===== src/assert_macros.svh =====
// ----------------------------------------------------------------------------
// Assertion macros
// Shared concurrent assertion forms used across the RTL.
// ----------------------------------------------------------------------------
`ifndef ASSERT_MACROS_SVH
`define ASSERT_MACROS_SVH

// Implication in the same cycle, ignored during reset.
`define ASSERT_IMPL(lbl, clk, rst, ante, cons) \
   lbl: assert property (@(posedge clk) disable iff (rst) (ante) |-> (cons)) \
      else $error("assertion failed");

// Implication in the next cycle, ignored during reset.
`define ASSERT_NEXT(lbl, clk, rst, ante, cons) \
   lbl: assert property (@(posedge clk) disable iff (rst) (ante) |=> (cons)) \
      else $error("assertion failed");

// Implication in the next cycle, checked during reset as well.
`define ASSERT_NEXT_ALWAYS(lbl, clk, ante, cons) \
   lbl: assert property (@(posedge clk) (ante) |=> (cons)) \
      else $error("assertion failed");

`endif


===== src/cpps_pkg.sv =====
// ----------------------------------------------------------------------------
// Pursuit step package
// Constants shared by the divider cell, the top level and the testbench.
// ----------------------------------------------------------------------------
`default_nettype none

package cpps_pkg;
   localparam int POS_WIDTH_DEFAULT = 16;
   localparam int SPEED_WIDTH = 15;
   localparam int OUT_WIDTH = 17;
   localparam logic [SPEED_WIDTH-1:0] SPEED_RESET = 15'd1024;
endpackage

`default_nettype wire


===== src/cpps_div_cell.sv =====
// ----------------------------------------------------------------------------
// Divider cell
// One restoring division step on both axes against the shared distance.
// ----------------------------------------------------------------------------
`default_nettype none

module cpps_div_cell #(
   parameter int DIV_WIDTH = 18,
   parameter int SIDE_WIDTH = 36
) (
   input  wire logic                 clock,
   input  wire logic                 reset,
   input  wire logic                 valid_in,
   input  wire logic [DIV_WIDTH-1:0] dist_in,
   input  wire logic [DIV_WIDTH-1:0] rem_x_in,
   input  wire logic [DIV_WIDTH-1:0] rem_y_in,
   input  wire logic [cpps_pkg::SPEED_WIDTH-1:0] num_x_in,
   input  wire logic [cpps_pkg::SPEED_WIDTH-1:0] num_y_in,
   input  wire logic [cpps_pkg::SPEED_WIDTH-1:0] quo_x_in,
   input  wire logic [cpps_pkg::SPEED_WIDTH-1:0] quo_y_in,
   input  wire logic [SIDE_WIDTH-1:0] side_in,
   output logic                      valid_out,
   output logic [DIV_WIDTH-1:0]      dist_out,
   output logic [DIV_WIDTH-1:0]      rem_x_out,
   output logic [DIV_WIDTH-1:0]      rem_y_out,
   output logic [cpps_pkg::SPEED_WIDTH-1:0] num_x_out,
   output logic [cpps_pkg::SPEED_WIDTH-1:0] num_y_out,
   output logic [cpps_pkg::SPEED_WIDTH-1:0] quo_x_out,
   output logic [cpps_pkg::SPEED_WIDTH-1:0] quo_y_out,
   output logic [SIDE_WIDTH-1:0]     side_out
);
   import cpps_pkg::*;

   logic                   valid_ff;
   logic [DIV_WIDTH-1:0]   dist_ff;
   logic [DIV_WIDTH-1:0]   rem_x_ff, rem_x_in_next, rem_y_ff, rem_y_in_next;
   logic [SPEED_WIDTH-1:0] num_x_ff, num_y_ff, quo_x_ff, quo_y_ff;
   logic [SPEED_WIDTH-1:0] quo_x_in_next, quo_y_in_next;
   logic [SIDE_WIDTH-1:0]  side_ff;
   logic [DIV_WIDTH:0]     sx, sy, dext;

   always_comb begin
      dext = {1'b0, dist_in};
      sx = {rem_x_in, num_x_in[SPEED_WIDTH-1]};
      sy = {rem_y_in, num_y_in[SPEED_WIDTH-1]};
      if (sx >= dext) begin
         rem_x_in_next = DIV_WIDTH'(sx - dext);
         quo_x_in_next = {quo_x_in[SPEED_WIDTH-2:0], 1'b1};
      end else begin
         rem_x_in_next = sx[DIV_WIDTH-1:0];
         quo_x_in_next = {quo_x_in[SPEED_WIDTH-2:0], 1'b0};
      end
      if (sy >= dext) begin
         rem_y_in_next = DIV_WIDTH'(sy - dext);
         quo_y_in_next = {quo_y_in[SPEED_WIDTH-2:0], 1'b1};
      end else begin
         rem_y_in_next = sy[DIV_WIDTH-1:0];
         quo_y_in_next = {quo_y_in[SPEED_WIDTH-2:0], 1'b0};
      end
   end

   always_ff @(posedge clock) begin
      if (reset) begin
         valid_ff <= 1'b0;
      end else begin
         valid_ff <= valid_in;
      end
      dist_ff <= dist_in;
      rem_x_ff <= rem_x_in_next;
      rem_y_ff <= rem_y_in_next;
      num_x_ff <= {num_x_in[SPEED_WIDTH-2:0], 1'b0};
      num_y_ff <= {num_y_in[SPEED_WIDTH-2:0], 1'b0};
      quo_x_ff <= quo_x_in_next;
      quo_y_ff <= quo_y_in_next;
      side_ff <= side_in;
   end

   assign valid_out = valid_ff;
   assign dist_out = dist_ff;
   assign rem_x_out = rem_x_ff;
   assign rem_y_out = rem_y_ff;
   assign num_x_out = num_x_ff;
   assign num_y_out = num_y_ff;
   assign quo_x_out = quo_x_ff;
   assign quo_y_out = quo_y_ff;
   assign side_out = side_ff;
endmodule

`default_nettype wire


===== config.mk =====
export PLATFORM = sky130hd
export DESIGN_NAME = cpps_div_cell
export DESIGN_NICKNAME = d
export VERILOG_FILES = /design/src/assert_macros.svh /design/src/cpps_pkg.sv /design/src/cpps_div_cell.sv
export SDC_FILE = /design/constraint.sdc
export NUM_CORES = 1
export LEC_CHECK = 0
export BUFFER_PORTS_ARGS = -buffer_cell sky130_fd_sc_hd__clkbuf_2
export CAP_MARGIN = 20
export CORE_MARGIN = 2
export CORE_UTILIZATION = 40
export DETAILED_ROUTE_END_ITERATION = 16
export MAX_ROUTING_LAYER = met4
export PLACE_DENSITY = 0.73
export REMOVE_ABC_BUFFERS = 1
export SYNTH_ARGS = -nofsm -noshare
export SYNTH_HDL_FRONTEND = slang
export SYNTH_SLANG_ARGS = --single-unit

===== constraint.sdc =====
create_clock -name clock -period 3.15 [get_ports clock]
set_clock_uncertainty 0.2 [all_clocks]
set_input_delay 0.63 -clock clock [delete_from_list [all_inputs] [get_ports clock]]
set_output_delay 0.63 -clock clock [all_outputs]
set_load 0.05 [all_outputs]

==> flow_summary.ini <==
[floorplan]
chipHeight_um = 121
num_rows = 42
core_area_um2 = 13300
initial_utilization = 0.411
ios = 304
die_width_um = 121
die_area_um2 = 14700

[setup_path]
crit_arrival_ns = 2.88
cpPeakStageDelay_ns = 0.41
startpoint = num_y_in[14]
required_ns = 3.25
crit_type = in -> reg
start_kind = input port
worstPathMaxFanout = 3
cp-end-kind = flop
slowest_stage = fa_1
path_cells = clkbuf_2, inv_1, ha_1, inv_1, fa_1, a21o_1, a21oi_2, o21bai_1, a21o_1, a221oi_1, xnor2_1, mux2_4
critPathCapture = rem_y_out[14]

[global_route]
grt_pass1_wl_mm = 23.6
antenna_found_initial = 0
first_global_vias = 4605
overflow = 0
grt_usage = 0.219
grt_start_max_net_pins = 20

[yosys]
yosysWarnings = 0
syn-cell-area_um2 = 5490
ys_seq_area_frac = 0.543
syn_avg_cell_area_um2 = 11.8
async_reset_ff_frac = 0
synth.distinct_cells = 62
ys_seq_elements = 149
syn_inst = 464
synth_edf_count = 0
synth-main-ff-cell = dfxtp_1

[place]
placed_area_um2 = 7300
dp_hpwl_mm = 12.6
numPortBuffers = 299
dp.cells = 950
place.gp.congestion = 0.859

[clocking]
cts_resized = 0
cts_tree = built
cts.sinks = 149
cts_hold_buf = 0
cts.htree.levels = 4
path_clk_slew_ns = 0.06
postCtsSetupRepairBufs = 0
clk_path_buf_depth = 2
cts_made_buffers = 17
cts_root_buf = clkbuf_16

[worst_hold_path]
hp-start = quo_y_in[0]
worstHoldPathType = in -> reg

[power]
power_density_nw_per_um2 = 708
power_switching_w = 0.00190
irDropWorstVdd_v = 0.000363
p_leak_nw = 4.06
power_frac_clock = 0.347
p_seq_frac = 0.378
pwr-share-comb = 0.275
sw_frac_of_total = 0.340
intPower_w = 0.00367

[layout]
register_area_um2 = 2980
n_fill_cell = 1164
final_area_um2 = 7870
fin_cells = 983
final_net_count = 984
multi_input_area_um2 = 2310
final_layout_size_suffix_gt1_frac = 0.496
area_delta_synth_final_pct = 43.3

[sta]
timing.fmax_mhz = 360
period_share = 0.882
slew_viol_final = 0
rsz0062_at_grt = false
setup_viol = 0
period_needed_ns = 2.78
final_hold_viol_count = 0

[drt]
post_drt_wl_per_cell_um = 15.9
routed_wl_mm = 15.6
drt_drc_violations_left = 0
drtIter0Drc = 185
viasPerCell = 4.69
drt_first_pass_iters = 5
vias = 4606
postRouteAntennaNets = 0

[run_status]
status = finished clean

[run]
cap_viol_max_count = 0
[layout make-up]
class,instances,share of cell area
antenna,1,0.000318
clock buffer,20,0.0568
clock inverter,12,0.0151
inverter,35,0.0167
multi-input combinational,271,0.293
sequential,149,0.379
tap,176,0.0280
timing repair buffer,319,0.211
[synth_stat cells (all sizes together), types with 4 or more instances]
cell type / n / area, µm²
o21ai: 14 / 85.1
nor2: 22 / 82.6
ha: 36 / 450
o21a: 8 / 60.1
buf: 7 / 61.3
o21bai: 6 / 45.0
mux2: 33 / 432
xor2: 10 / 87.6
o221ai: 4 / 35.0
dfxtp: 149 / 2980
inv: 35 / 131
a211oi: 4 / 30.0
nand4: 6 / 37.5
a21o: 14 / 105
nand2: 17 / 71.3
nand3: 7 / 35.0
a21oi: 25 / 136
xnor2: 17 / 149
[layer usage]
metal / share of wire / track usage / routed length, µm
met5: 0 / - / 0
met4: 0.031 / 0.0963 / 488
met3: 0.056 / 0.0695 / 868
met2: 0.52 / 0.377 / 8100
met1: 0.39 / 0.231 / 6120
[power groups by stage]
stage          Sequential (W)  Combinational (W)  Clock, W
2_1_floorplan         0.00277           0.000479         0
3_3_place_gp          0.00214            0.00152         0
3_5_place_dp          0.00215            0.00153         0
4_1_cts               0.00211            0.00154   0.00198
5_1_grt               0.00212            0.00162   0.00208
6_report              0.00211            0.00153   0.00193
[cell families after synthesis]
| kind of cell | Yosys count | share of synthesized area |
|---|---|---|
| adder cells (fa/ha/maj) | 38 | 0.0894 |
| XOR/XNOR | 27 | 0.0431 |
| flip-flops | 149 | 0.543 |
| buffers and inverters | 45 | 0.0372 |
| multiplexers | 36 | 0.0841 |
| AND/OR/NAND/NOR | 67 | 0.0611 |
| AO/OA/AOI/OAI | 101 | 0.141 |
| other | 1 | 0.000683 |
[cell usage in the layout, fill, tap and decap left out, types with 3 or more instances in the layout]
cell and instances:
nand2_1 16, dfxtp_1 149, nor2_1 22, nand3_1 7, o21a_1 8, a21oi_1 22, mux2_4 16, xnor2_1 17
xor2_1 10, a211oi_1 4, ha_1 36, mux2_2 17, mux2i_1 3, o31ai_1 3, clkbuf_16 17, nor3_1 3
clkbuf_2 299, o221ai_1 4, a21oi_2 3, a21o_1 14, o21bai_1 6, o21ai_0 10, inv_1 35, inv_6 4
nand4_1 6, buf_4 19
[critical path: cells and delay by family]
family | cells | cell delay, ns
muxes | 1 | 0.26
buffers and inverters | 3 | 0.21
adders and majority gates | 2 | 0.57
xor gates and xnor gates | 1 | 0.12
AOI/OAI and AO/OA | 5 | 1.10
[stage by stage]
stage | setup slack, ns | util | hold WS [ns] | power [W] | setup TNS [ns]
5_1_grt | 0.187 | 0.589 | 0.0756 | 0.00582 | 0
4_1_cts | 0.401 | 0.589 | 0.0954 | 0.00562 | 0
6_report | 0.371 | 0.589 | 0.110 | 0.00557 | 0
3_5_place_dp | -0.0359 | 0.547 | 0.534 | 0.00368 | -0.0359
2_1_floorplan | 0.119 | - | 0.458 | 0.00325 | 0
3_3_place_gp | 0.00136 | 0.547 | 0.532 | 0.00367 | 0
[worst min path at each step]
stage                              end  slack (ns)  depth (start not counted)
after global routing      num_x_out[1]        0.08                          1
final                     quo_y_out[1]        0.11                          1
after floorplan            dist_out[0]        0.46                          0
after global placement    side_out[14]        0.53                          1
after detailed placement   side_out[0]        0.53                          1
after CTS                  side_out[2]         0.1                          1
[flip-flops by register name (all words and copies together), names as in the netlist]
signal,cells
quo_y_out,15
rem_x_out,18
valid_out,1
num_y_out,14
dist_out,18
num_x_out,14
quo_x_out,15
side_out,36
rem_y_out,18
No activity file was read; power rests on OpenSTA's default activity.
