[src/assert_macros.svh]
// ----------------------------------------------------------------------------
// Assertion macros
// Shared concurrent assertion forms used across the RTL.
// ----------------------------------------------------------------------------
`ifndef ASSERT_MACROS_SVH
`define ASSERT_MACROS_SVH

// Implication in the same cycle, ignored during reset.
`define ASSERT_IMPL(lbl, clk, rst, ante, cons) \
   lbl: assert property (@(posedge clk) disable iff (rst) (ante) |-> (cons)) \
      else $error("assertion failed");

// Implication in the next cycle, ignored during reset.
`define ASSERT_NEXT(lbl, clk, rst, ante, cons) \
   lbl: assert property (@(posedge clk) disable iff (rst) (ante) |=> (cons)) \
      else $error("assertion failed");

// Implication in the next cycle, checked during reset as well.
`define ASSERT_NEXT_ALWAYS(lbl, clk, ante, cons) \
   lbl: assert property (@(posedge clk) (ante) |=> (cons)) \
      else $error("assertion failed");

`endif

[src/cpps_sqrt_cell.sv]
// ----------------------------------------------------------------------------
// Square root cell
// One restoring square root step: brings in two radicand bits, yields one
// root bit, and registers everything for the next cell.
// ----------------------------------------------------------------------------
`default_nettype none

module cpps_sqrt_cell #(
   parameter int ROOT_WIDTH = 18,
   parameter int SIDE_WIDTH = 36
) (
   input  wire logic                      clock,
   input  wire logic                      reset,
   input  wire logic                      valid_in,
   input  wire logic [2*ROOT_WIDTH-1:0]   rad_in,
   input  wire logic [ROOT_WIDTH+1:0]     rem_in,
   input  wire logic [ROOT_WIDTH-1:0]     root_in,
   input  wire logic [SIDE_WIDTH-1:0]     side_in,
   output logic                           valid_out,
   output logic [2*ROOT_WIDTH-1:0]        rad_out,
   output logic [ROOT_WIDTH+1:0]          rem_out,
   output logic [ROOT_WIDTH-1:0]          root_out,
   output logic [SIDE_WIDTH-1:0]          side_out
);
   localparam int RW = ROOT_WIDTH + 2;

   logic                    valid_ff;
   logic [2*ROOT_WIDTH-1:0] rad_ff, rad_in_next;
   logic [RW-1:0]           rem_ff, rem_in_next;
   logic [ROOT_WIDTH-1:0]   root_ff, root_in_next;
   logic [SIDE_WIDTH-1:0]   side_ff;
   logic [RW-1:0]           shifted;
   logic [RW-1:0]           trial;

   always_comb begin
      shifted = {rem_in[RW-3:0], rad_in[2*ROOT_WIDTH-1 -: 2]};
      trial = {root_in, 2'b01};
      rad_in_next = {rad_in[2*ROOT_WIDTH-3:0], 2'b00};
      if (shifted >= trial) begin
         rem_in_next = shifted - trial;
         root_in_next = {root_in[ROOT_WIDTH-2:0], 1'b1};
      end else begin
         rem_in_next = shifted;
         root_in_next = {root_in[ROOT_WIDTH-2:0], 1'b0};
      end
   end

   always_ff @(posedge clock) begin
      if (reset) begin
         valid_ff <= 1'b0;
      end else begin
         valid_ff <= valid_in;
      end
      rad_ff <= rad_in_next;
      rem_ff <= rem_in_next;
      root_ff <= root_in_next;
      side_ff <= side_in;
   end

   assign valid_out = valid_ff;
   assign rad_out = rad_ff;
   assign rem_out = rem_ff;
   assign root_out = root_ff;
   assign side_out = side_ff;
endmodule

`default_nettype wire

[config.mk]
export PLATFORM = sky130hd
export DESIGN_NAME = cpps_sqrt_cell
export DESIGN_NICKNAME = d
export VERILOG_FILES = /design/src/assert_macros.svh /design/src/cpps_sqrt_cell.sv
export SDC_FILE = /design/constraint.sdc
export NUM_CORES = 1
export LEC_CHECK = 0
export ABC_AREA = 1
export BUFFER_PORTS_ARGS = -buffer_cell sky130_fd_sc_hd__buf_2
export CAP_MARGIN = 30
export CORE_MARGIN = 2
export CORE_UTILIZATION = 45
export CTS_BUF_LIST = sky130_fd_sc_hd__clkbuf_2 sky130_fd_sc_hd__clkbuf_4 sky130_fd_sc_hd__clkbuf_8
export DETAILED_ROUTE_END_ITERATION = 6
export GPL_TIMING_DRIVEN = 0
export PLACE_DENSITY = 0.88
export SLEW_MARGIN = 20
export SYNTH_ARGS = -nofsm -noshare
export SYNTH_HDL_FRONTEND = slang
export SYNTH_SLANG_ARGS = --single-unit
export TNS_END_PERCENT = 30
[constraint.sdc]
create_clock -name clock -period 1.9 [get_ports clock]
set_input_delay 0.19 -clock clock [delete_from_list [all_inputs] [get_ports clock]]
set_output_delay 0.19 -clock clock [all_outputs]
set_load 0.05 [all_outputs]
==> results.yml, run 1 <==
flow_run:
  drv_cap: 0
cts:
  cts_tree: "done"
  htreeDepth: 3
  clockBufferDepth: 2
  clock-sinks: 109
  cts_setup_buffers: 0
  numCtsBuffers: 9
  cts_root_buf: "clkbuf_8"
  clkSlewWorstSetupHoldPaths_ps: 100
synthesis:
  syn_area_per_cell_um2: 8.60
  synth_area_um2: 3830
  yosys.area.top_type: "dfxtp_1"
  synthTopCellsByArea: "dfxtp_1 57%, nand2_1 14%, ha_1 6.5%, inv_1 6.2%, nand3_1 3.5%"
  synthCells: 445
  synth_seq_cells: 109
  synth_top_area_share_pct: 57.0
  ys_seq_area_share_pct: 57.0
  synth.distinct_cells: 27
  yosysWarnings: 0
grt:
  grt_max_degree: 20
  track_usage_pct: 29.6
  use_met1_pct: 29.1
  grt_pass1_wl_um: 20400
  top_usage_layer: "met2"
  first_global_vias: 4196
  gr-total-overflow: 0
  antenna_found_initial: 1
  gr-usage-met2_pct: 53.6
  use_met3_pct: 9.71
route:
  antenna_left: 0
  routed_wirelength_um: 13600
  drc: 0
  dr.pass1.iters: 5
  drtIter0Drc: 179
  wl_per_cell_um: 15.6
  viasPerCell: 4.73
  vias: 4132
timing:
  setup_viol: 0
  hold_violations: 0
  fin_crit_ps: 1780
  timing.fmax_mhz: 563
  worst_slack_ps: 125
  drv_slew: 0
  fin_crit_sh_pct: 93.4
cells_and_area:
  area_growth_pct: 60.7
  drive_gt1_share_pct: 33.2
  design_area_um2: 6150
  fill_cells: 567
  final_nets: 897
floorplan:
  fp.dieH_um: 96.2
  fp.dieArea_um2: 9260
  row_count: 33
  ios: 224
  initial_utilization_pct: 46.6
  die_w_um: 96.2
  core_um2: 8220
critical_path:
  cp.required_ps: 2150
  cp_slowest_stage_delay_ps: 530
  worstSetupPathType: "primary input to flip-flop"
  worstPathCellList: "dlygate4sd3_1 -> buf_2 -> inv_1 -> ha_4 -> nand2_2 -> nor3_2 -> nand3_1 -> nand2_1 -> nor2_2 -> nand2_4 -> buf_4 -> nand2_1 -> nand2_1"
  crit_path_start_kind: "primary input"
  cp-end-kind: "flip-flop"
  critical-path-slowest-cell: "dlygate4sd3_1"
  crit_fanout: 10
  crit_top_cell: "nand2_1"
  arrival_ps: 2030
placed_design:
  place_ws_ps: 56.8
  port_buffers: 219
  gp_congestion: 0.919
  dpl_cell_area_um2: 5060
  dp_hpwl_um: 8660
pwr:
  peakVddDrop_mv: 0.535
  internal_power_uw: 3480
  powerDensity_nw_per_um2: 899
  power.switching_uw: 2040
  p_seq_share_pct: 45.5
  p_total_uw: 5530
  comb_power_share_pct: 30.6
  p_clk_share_pct: 23.8
  leakagePower_uw: 0.00337
  swShare_pct: 37.0
min_path:
  worstHoldStart: "rem_in[1]"
  min_to: "rem_out[3]"
  hp-class: "primary input to flip-flop"
  hold_path_depth: 3
outcome:
  status: "finished, final reports clean"
how the worst max path moves through the flow:
| stage | startpoint | end | slack (ps) | cells after the start |
|---|---|---|---|---|
| after CTS | root_in[16] | rem_out[8] | 30 | 14 |
| final | root_in[16] | rem_out[6] | 120 | 13 |
| after global routing | root_in[16] | rem_out[6] | -3 | 14 |
| after floorplan | root_in[13] | rem_out[18] | 390 | 14 |
| after global placement | rem_in[3] | rem_out[18] | 70 | 14 |
| after detailed placement | rem_in[4] | rem_out[18] | 60 | 14 |
through the flow:
step | TNS [ps] | util, % | hold WS, ps | instances
2_1_floorplan | 0 | - | 218 | 446
3_3_place_gp | 0 | 61.6 | 293 | 770
3_5_place_dp | 0 | 61.6 | 294 | 770
4_1_cts | 0 | 74.5 | 22.5 | 873
5_1_grt | -3.05 | 74.8 | 31.4 | 874
6_report | 0 | 74.8 | 29.3 | 874
cell families (layout without fill, tap and decap cells):
group	after synthesis	in the layout	share of synthesized area [%]
adders and majority gates	20	20	6.54
xor gates and xnor gates	11	11	2.52
buffers and inverters	72	394	7.82
and+or+nand+nor	214	214	23.4
AOI/OAI and AO/OA	18	18	2.58
other	1	3	0.0980
DFF	109	109	57.0
state kept, by name, summed over array words and instances (netlist names):
signal / count
rad_out: 34
rem_out: 20
side_out: 36
valid_out: 1
root_out: 18
cells in the final DEF (no fill, tap or decap), types with 3 or more instances in the layout:
master,n
nor2_1,22
ha_1,19
nand3b_1,3
buf_4,3
dfxtp_1,109
clkbuf_8,9
dlygate4sd3_1,88
nand3_1,27
nor3_1,4
o21ai_0,3
a21oi_1,12
buf_2,219
xnor2_1,3
inv_2,3
xor2_1,8
nand2_1,145
inv_1,63
nand2_2,4
area by class of cell:
type / instances / area (um^2) / area share, %
Sequential cell: 109 / 2180 / 35.5
Timing Repair Buffer: 307 / 1980 / 32.2
Multi-Input combinational cell: 265 / 1370 / 22.3
Inverter: 67 / 256 / 4.17
Tap cell: 105 / 131 / 2.14
Clock buffer: 9 / 124 / 2.02
Clock inverter: 6 / 56.3 / 0.916
Buffer: 5 / 48.8 / 0.794
Antenna cell: 1 / 2.50 / 0.0407
power by group through the flow:
stage	Clock [uW]	Combinational [uW]	Sequential (uW)
after detailed placement	0	1510	2560
after CTS	1340	1650	2510
after floorplan	0	441	3210
after global placement	0	1490	2550
final	1320	1690	2520
after global routing	1430	1810	2530
Yosys cell counts (all sizes together):
| cell | number |
|---|---|
| and3 | 1 |
| nand2 | 150 |
| dfxtp | 109 |
| and2 | 1 |
| nor2 | 25 |
| conb | 1 |
| inv | 67 |
| xnor2 | 3 |
| nor3 | 5 |
| o21bai | 2 |
| nand4 | 1 |
| nand3b | 3 |
| o21ai | 3 |
| buf | 5 |
| xor2 | 8 |
| a21oi | 13 |
| ha | 20 |
| nand3 | 28 |
routing by layer:
layer / vias up / share of wire (%)
li1: 1988 / -
met1: 1878 / 36
met2: 199 / 52
met3: 67 / 7.2
met4: 0 / 5.0
met5: - / 0
critical path, delay by kind of cell:
kind | cells | cell delay, ps
buffers and inverters | 4 | 920
AND/OR/NAND/NOR | 8 | 690
adder cells (fa/ha/maj) | 1 | 220
what timing repair did:
| item | in CTS | in global routing |
|---|---|---|
| hold endpoints to repair | 88 | 0 |
| hold buffers | 88 | 0 |
| gates resized for setup | 0 | 6 |
| endpoints found under the setup margin | 0 | 19 |
(Power assumes the default switching activity.)
==> run 2, diff against run 1 <==
clock period = 1.75 ns   (was 1.9 ns; I/O delays follow)
==> run 2 against run 1 <==
Utilization is 0.32 points lower; combinational power increased by 8%; worst hold slack worse by 14 ps; sequential power grew 8.3%; critical endpoint unchanged; largest cell class unchanged; largest power group unchanged.
==> results.yml, run 2 (synthesis gave the netlist of run 1 again) <==
cells_and_area:
  drive_gt1_share_pct: 32.8
  final_cell_mix: "219 x buf_2, 146 x nand2_1, 109 x dfxtp_1"
  fill_cells: 569
  design_area_um2: 6120
  final_nets: 897
  largest_register_ff_count: 36
  area_growth_pct: 60.0
  final_common_cell: "buf_2"
floorplan:
  die_w_um: 96.2
  ios: 224
  fp.dieH_um: 96.2
  fp.dieArea_um2: 9260
  initial_utilization_pct: 46.6
  row_count: 33
  core_um2: 8220
timing:
  setup_viol: 0
  fin_crit_sh_pct: 86.0
  hold_violations: 0
  fin_crit_ps: 1510
  rsz0062_at_grt: "no"
  fin_setup_tns_ps: 0
  timing.fmax_mhz: 664
  drv_slew: 0
cts:
  clockBufferDepth: 2
  cts_setup_buffers: 0
  numCtsBuffers: 9
  htreeDepth: 3
  clkSlewWorstSetupHoldPaths_ps: 100
  cts_tree: "done"
  clock-sinks: 109
  cts_hold_buf: 88
  ctsResizeCount: 0
  cts_root_buf: "clkbuf_8"
placed_design:
  dpl_cell_area_um2: 5060
  gp_congestion: 0.919
  port_buffers: 219
  dp_hpwl_um: 8660
critical_path:
  arrival_ps: 1810
  crit_fanout: 10
  crit_path_start_kind: "primary input"
  worstSetupPathType: "primary input to flip-flop"
  cp-end-kind: "flip-flop"
  cp.required_ps: 2050
route:
  antenna_left: 0
  drc: 0
  wl_per_cell_um: 15.6
  routed-wl-met2_um: 7060
  wl_met3_um: 965
  routed.top_layer: "met4"
  drtIter0Drc: 164
  met1Wirelength_um: 4880
  routed_wirelength_um: 13600
  dr.pass1.iters: 4
  vias: 4150
  viasPerCell: 4.75
pwr:
  comb_power_share_pct: 30.5
  swShare_pct: 37.0
  internal_power_uw: 3770
  p_clk_share_pct: 23.9
  peakVddDrop_mv: 0.582
  p_total_uw: 5990
  powerDensity_nw_per_um2: 978
  p_seq_share_pct: 45.6
  power.switching_uw: 2210
  leakagePower_uw: 0.00337
min_path:
  hp-class: "primary input to flip-flop"
grt:
  grt_max_degree: 20
  antenna_found_initial: 1
  first_global_vias: 4199
  track_usage_pct: 29.6
  grt_pass1_wl_um: 20400
  gr-total-overflow: 0
flow_run:
  drv_cap: 0
outcome:
  status: "finished, final reports clean"
==> run 2: cell counts in the layout (fill, tap and decap cells not counted) <==
No cell type changed its count.
==> run 2: power by group through the flow <==
stage	clock, uW	combinational [uW]	sequential (uW)
after floorplan	0	479	3480
after global placement	0	1610	2770
after detailed placement	0	1640	2780
after CTS	1460	1800	2720
after global routing	1550	1960	2750
final	1430	1830	2730
==> run 2: per-layer routing <==
layer	GRT usage, %	up-vias
li1	-	1987
met1	29.1	1897
met2	53.6	195
met3	9.71	71
met4	17.5	0
met5	0	-
==> run 2: final timing paths <==
| check | endpoint | cells past startpoint | from | slack (ps) |
|---|---|---|---|---|
| setup / recovery | rem_out[6] | 13 | root_in[9] | 240 |
| hold / removal | rem_out[3] | 3 | rem_in[1] | 10 |
==> run 2: metrics by stage <==
step	std cells	setup slack [ps]	utilization (%)	hold slack (ps)
3_5_place_dp	770	-78.2	61.6	279
2_1_floorplan	446	252	-	203
5_1_grt	874	108	74.5	16.4
6_report	874	244	74.5	15.0
3_3_place_gp	770	-60.9	61.6	278
4_1_cts	873	305	74.5	7.52
==> run 2: final cells by class <==
| type | instances | area (um^2) | area share (%) |
|---|---|---|---|
| Multi-Input combinational cell | 265 | 1350 | 22.0 |
| Tap cell | 105 | 131 | 2.15 |
| Clock inverter | 6 | 56.3 | 0.920 |
| Sequential cell | 109 | 2180 | 35.6 |
| Antenna cell | 1 | 2.50 | 0.0409 |
| Timing Repair Buffer | 307 | 1980 | 32.3 |
| Buffer | 5 | 45.0 | 0.736 |
| Inverter | 67 | 254 | 4.15 |
| Clock buffer | 9 | 124 | 2.02 |
==> run 2: critical path, cell delays in order <==
cell and delay (ps):
buf_2 90, inv_1 50, ha_1 340, nand2_2 140, inv_1 70, a21oi_2 170, nand3_2 140, nand2_2 100
nand2_4 80, inv_4 120, buf_6 160, nand2_1 70, nand2_1 80
==> run 3, diff against run 2 <==
CORE_UTILIZATION = 36   (was 45)
PLACE_DENSITY = 0.74   (was 0.88)
TNS_END_PERCENT = 100   (was 30)
==> run 3 against run 2 <==
Clock power increased by 12%; count of clock-buffer cells in the layout increased by 1; critical path depth unchanged; total power increased by 2.6%; worst setup slack improved by 16 ps; largest power group unchanged; utilization decreased by 14 points.
==> results.yml, run 3 (synthesis gave the netlist of run 1 again) <==
timing:
  setup_viol: 0
  drv_slew: 0
  fin_crit_sh_pct: 85.1
  fin_crit_ps: 1490
  rsz0062_at_grt: "no"
  timing.fmax_mhz: 671
  hold_violations: 0
  whs_ps: 8.94
route:
  routed_wirelength_um: 12900
  viasPerCell: 4.39
  vias: 4000
  drtIter0Drc: 115
  wl_per_cell_um: 14.2
  drc: 0
  antenna_left: 0
  dr.pass1.iters: 4
critical_path:
  arrival_ps: 1810
  startpoint: "root_in[9]"
  crit_end: "rem_out[6]"
  worstSetupPathType: "primary input to flip-flop"
  crit_fanout: 10
  cp-end-kind: "flip-flop"
  cp.required_ps: 2070
  crit_path_start_kind: "primary input"
cts:
  cts_tree: "done"
  clkSlewWorstSetupHoldPaths_ps: 110
  clock-sinks: 109
  htreeDepth: 3
  cts_setup_buffers: 0
  numCtsBuffers: 9
  clockBufferDepth: 2
  ctsResizeCount: 0
  cts_root_buf: "clkbuf_8"
grt:
  grt_max_degree: 19
  gr-total-overflow: 0
  grt_pass1_wl_um: 20200
  antenna_found_initial: 0
  first_global_vias: 4248
  track_usage_pct: 22.8
floorplan:
  initial_utilization_pct: 37.1
  fp.dieH_um: 107
  ios: 224
  core_um2: 10300
  die_w_um: 107
  fp.dieArea_um2: 11500
  row_count: 37
placed_design:
  port_buffers: 219
  gp_congestion: 0.879
  dp_hpwl_um: 8700
cells_and_area:
  final_nets: 904
  area_growth_pct: 63.4
  multi_input_area_um2: 1350
  largest_register_ff_count: 36
  n_antenna_cell: 0
  final_util_pct: 60.6
  fill_cells: 868
  final_cell_mix: "219 x buf_2, 146 x nand2_1, 109 x dfxtp_1"
  regArea_um2: 2180
  final_common_cell: "buf_2"
  drive_gt1_share_pct: 32.5
pwr:
  leakagePower_uw: 0.00341
  peakVddDrop_mv: 0.445
  powerDensity_nw_per_um2: 983
min_path:
  hp-class: "primary input to flip-flop"
  hold_path_depth: 3
outcome:
  status: "finished, final reports clean"
flow_run:
  drv_cap: 0
==> run 3: final cells by class <==
| cell class | instances | area share, % |
|---|---|---|
| clock inverters | 5 | 1.08 |
| well taps | 136 | 2.72 |
| inverters | 67 | 4.06 |
| flip-flops and latches | 109 | 34.9 |
| plain buffers | 5 | 0.720 |
| multi-input cells | 265 | 21.6 |
| repair buffers | 314 | 32.7 |
| clock buffers | 10 | 2.20 |
==> run 3: where the power goes <==
part / switching, uW / internal (uW) / leakage (uW)
clock: 881 / 714 / 0.000105
combinational: 1250 / 567 / 0.00239
sequential: 51.8 / 2680 / 0.000920
total: 2190 / 3960 / 0.00341
==> run 3: what timing repair did <==
action / CTS / global route
hold endpoints to repair: 94 / 0
endpoints found under the setup margin: 0 / 0
hold buffers: 95 / 0
==> run 3: how the worst min path moves through the flow <==
stage | from | to | slack [ps]
floorplan | rad_in[8] | rad_out[10] | 200
global placement | rad_in[26] | rad_out[28] | 280
detailed placement | side_in[34] | side_out[34] | 280
CTS | rem_in[6] | rem_out[8] | 0.7
global route | rem_in[13] | rem_out[15] | 20
finish | rem_in[16] | rem_out[18] | 9
==> run 3: metrics by stage <==
stage | instance area, um^2 | setup TNS, ps | std cells | power [uW] | worst slack (ps)
global placement | 5100 | -1020 | 801 | 4400 | -91.8
floorplan | 3830 | 0 | 446 | 3960 | 252
global route | 6250 | 0 | 911 | 6440 | 127
detailed placement | 5100 | -962 | 801 | 4420 | -94.3
CTS | 6250 | 0 | 911 | 6160 | 265
finish | 6250 | 0 | 911 | 6140 | 260
==> run 3: critical path, cell delays in order <==
cell	delay [ps]
buf_2	100
inv_1	50
ha_1	330
nand2_2	130
inv_1	70
a21oi_2	180
nand3_2	130
nand2_2	100
nand2_4	80
inv_4	120
buf_6	170
nand2_1	80
nand2_1	80
==> run 3: metal layers <==
| metal | up-vias | wire length [um] | share of wire, % | GRT usage (%) |
|---|---|---|---|---|
| li1 | 2000 | - | - | - |
| met2 | 154 | 6540 | 51 | 41.8 |
| met4 | 0 | 488 | 3.8 | 12.1 |
| met3 | 42 | 900 | 7.0 | 5.65 |
| met5 | - | 0 | 0 | 0 |
| met1 | 1804 | 4990 | 39 | 23.8 |
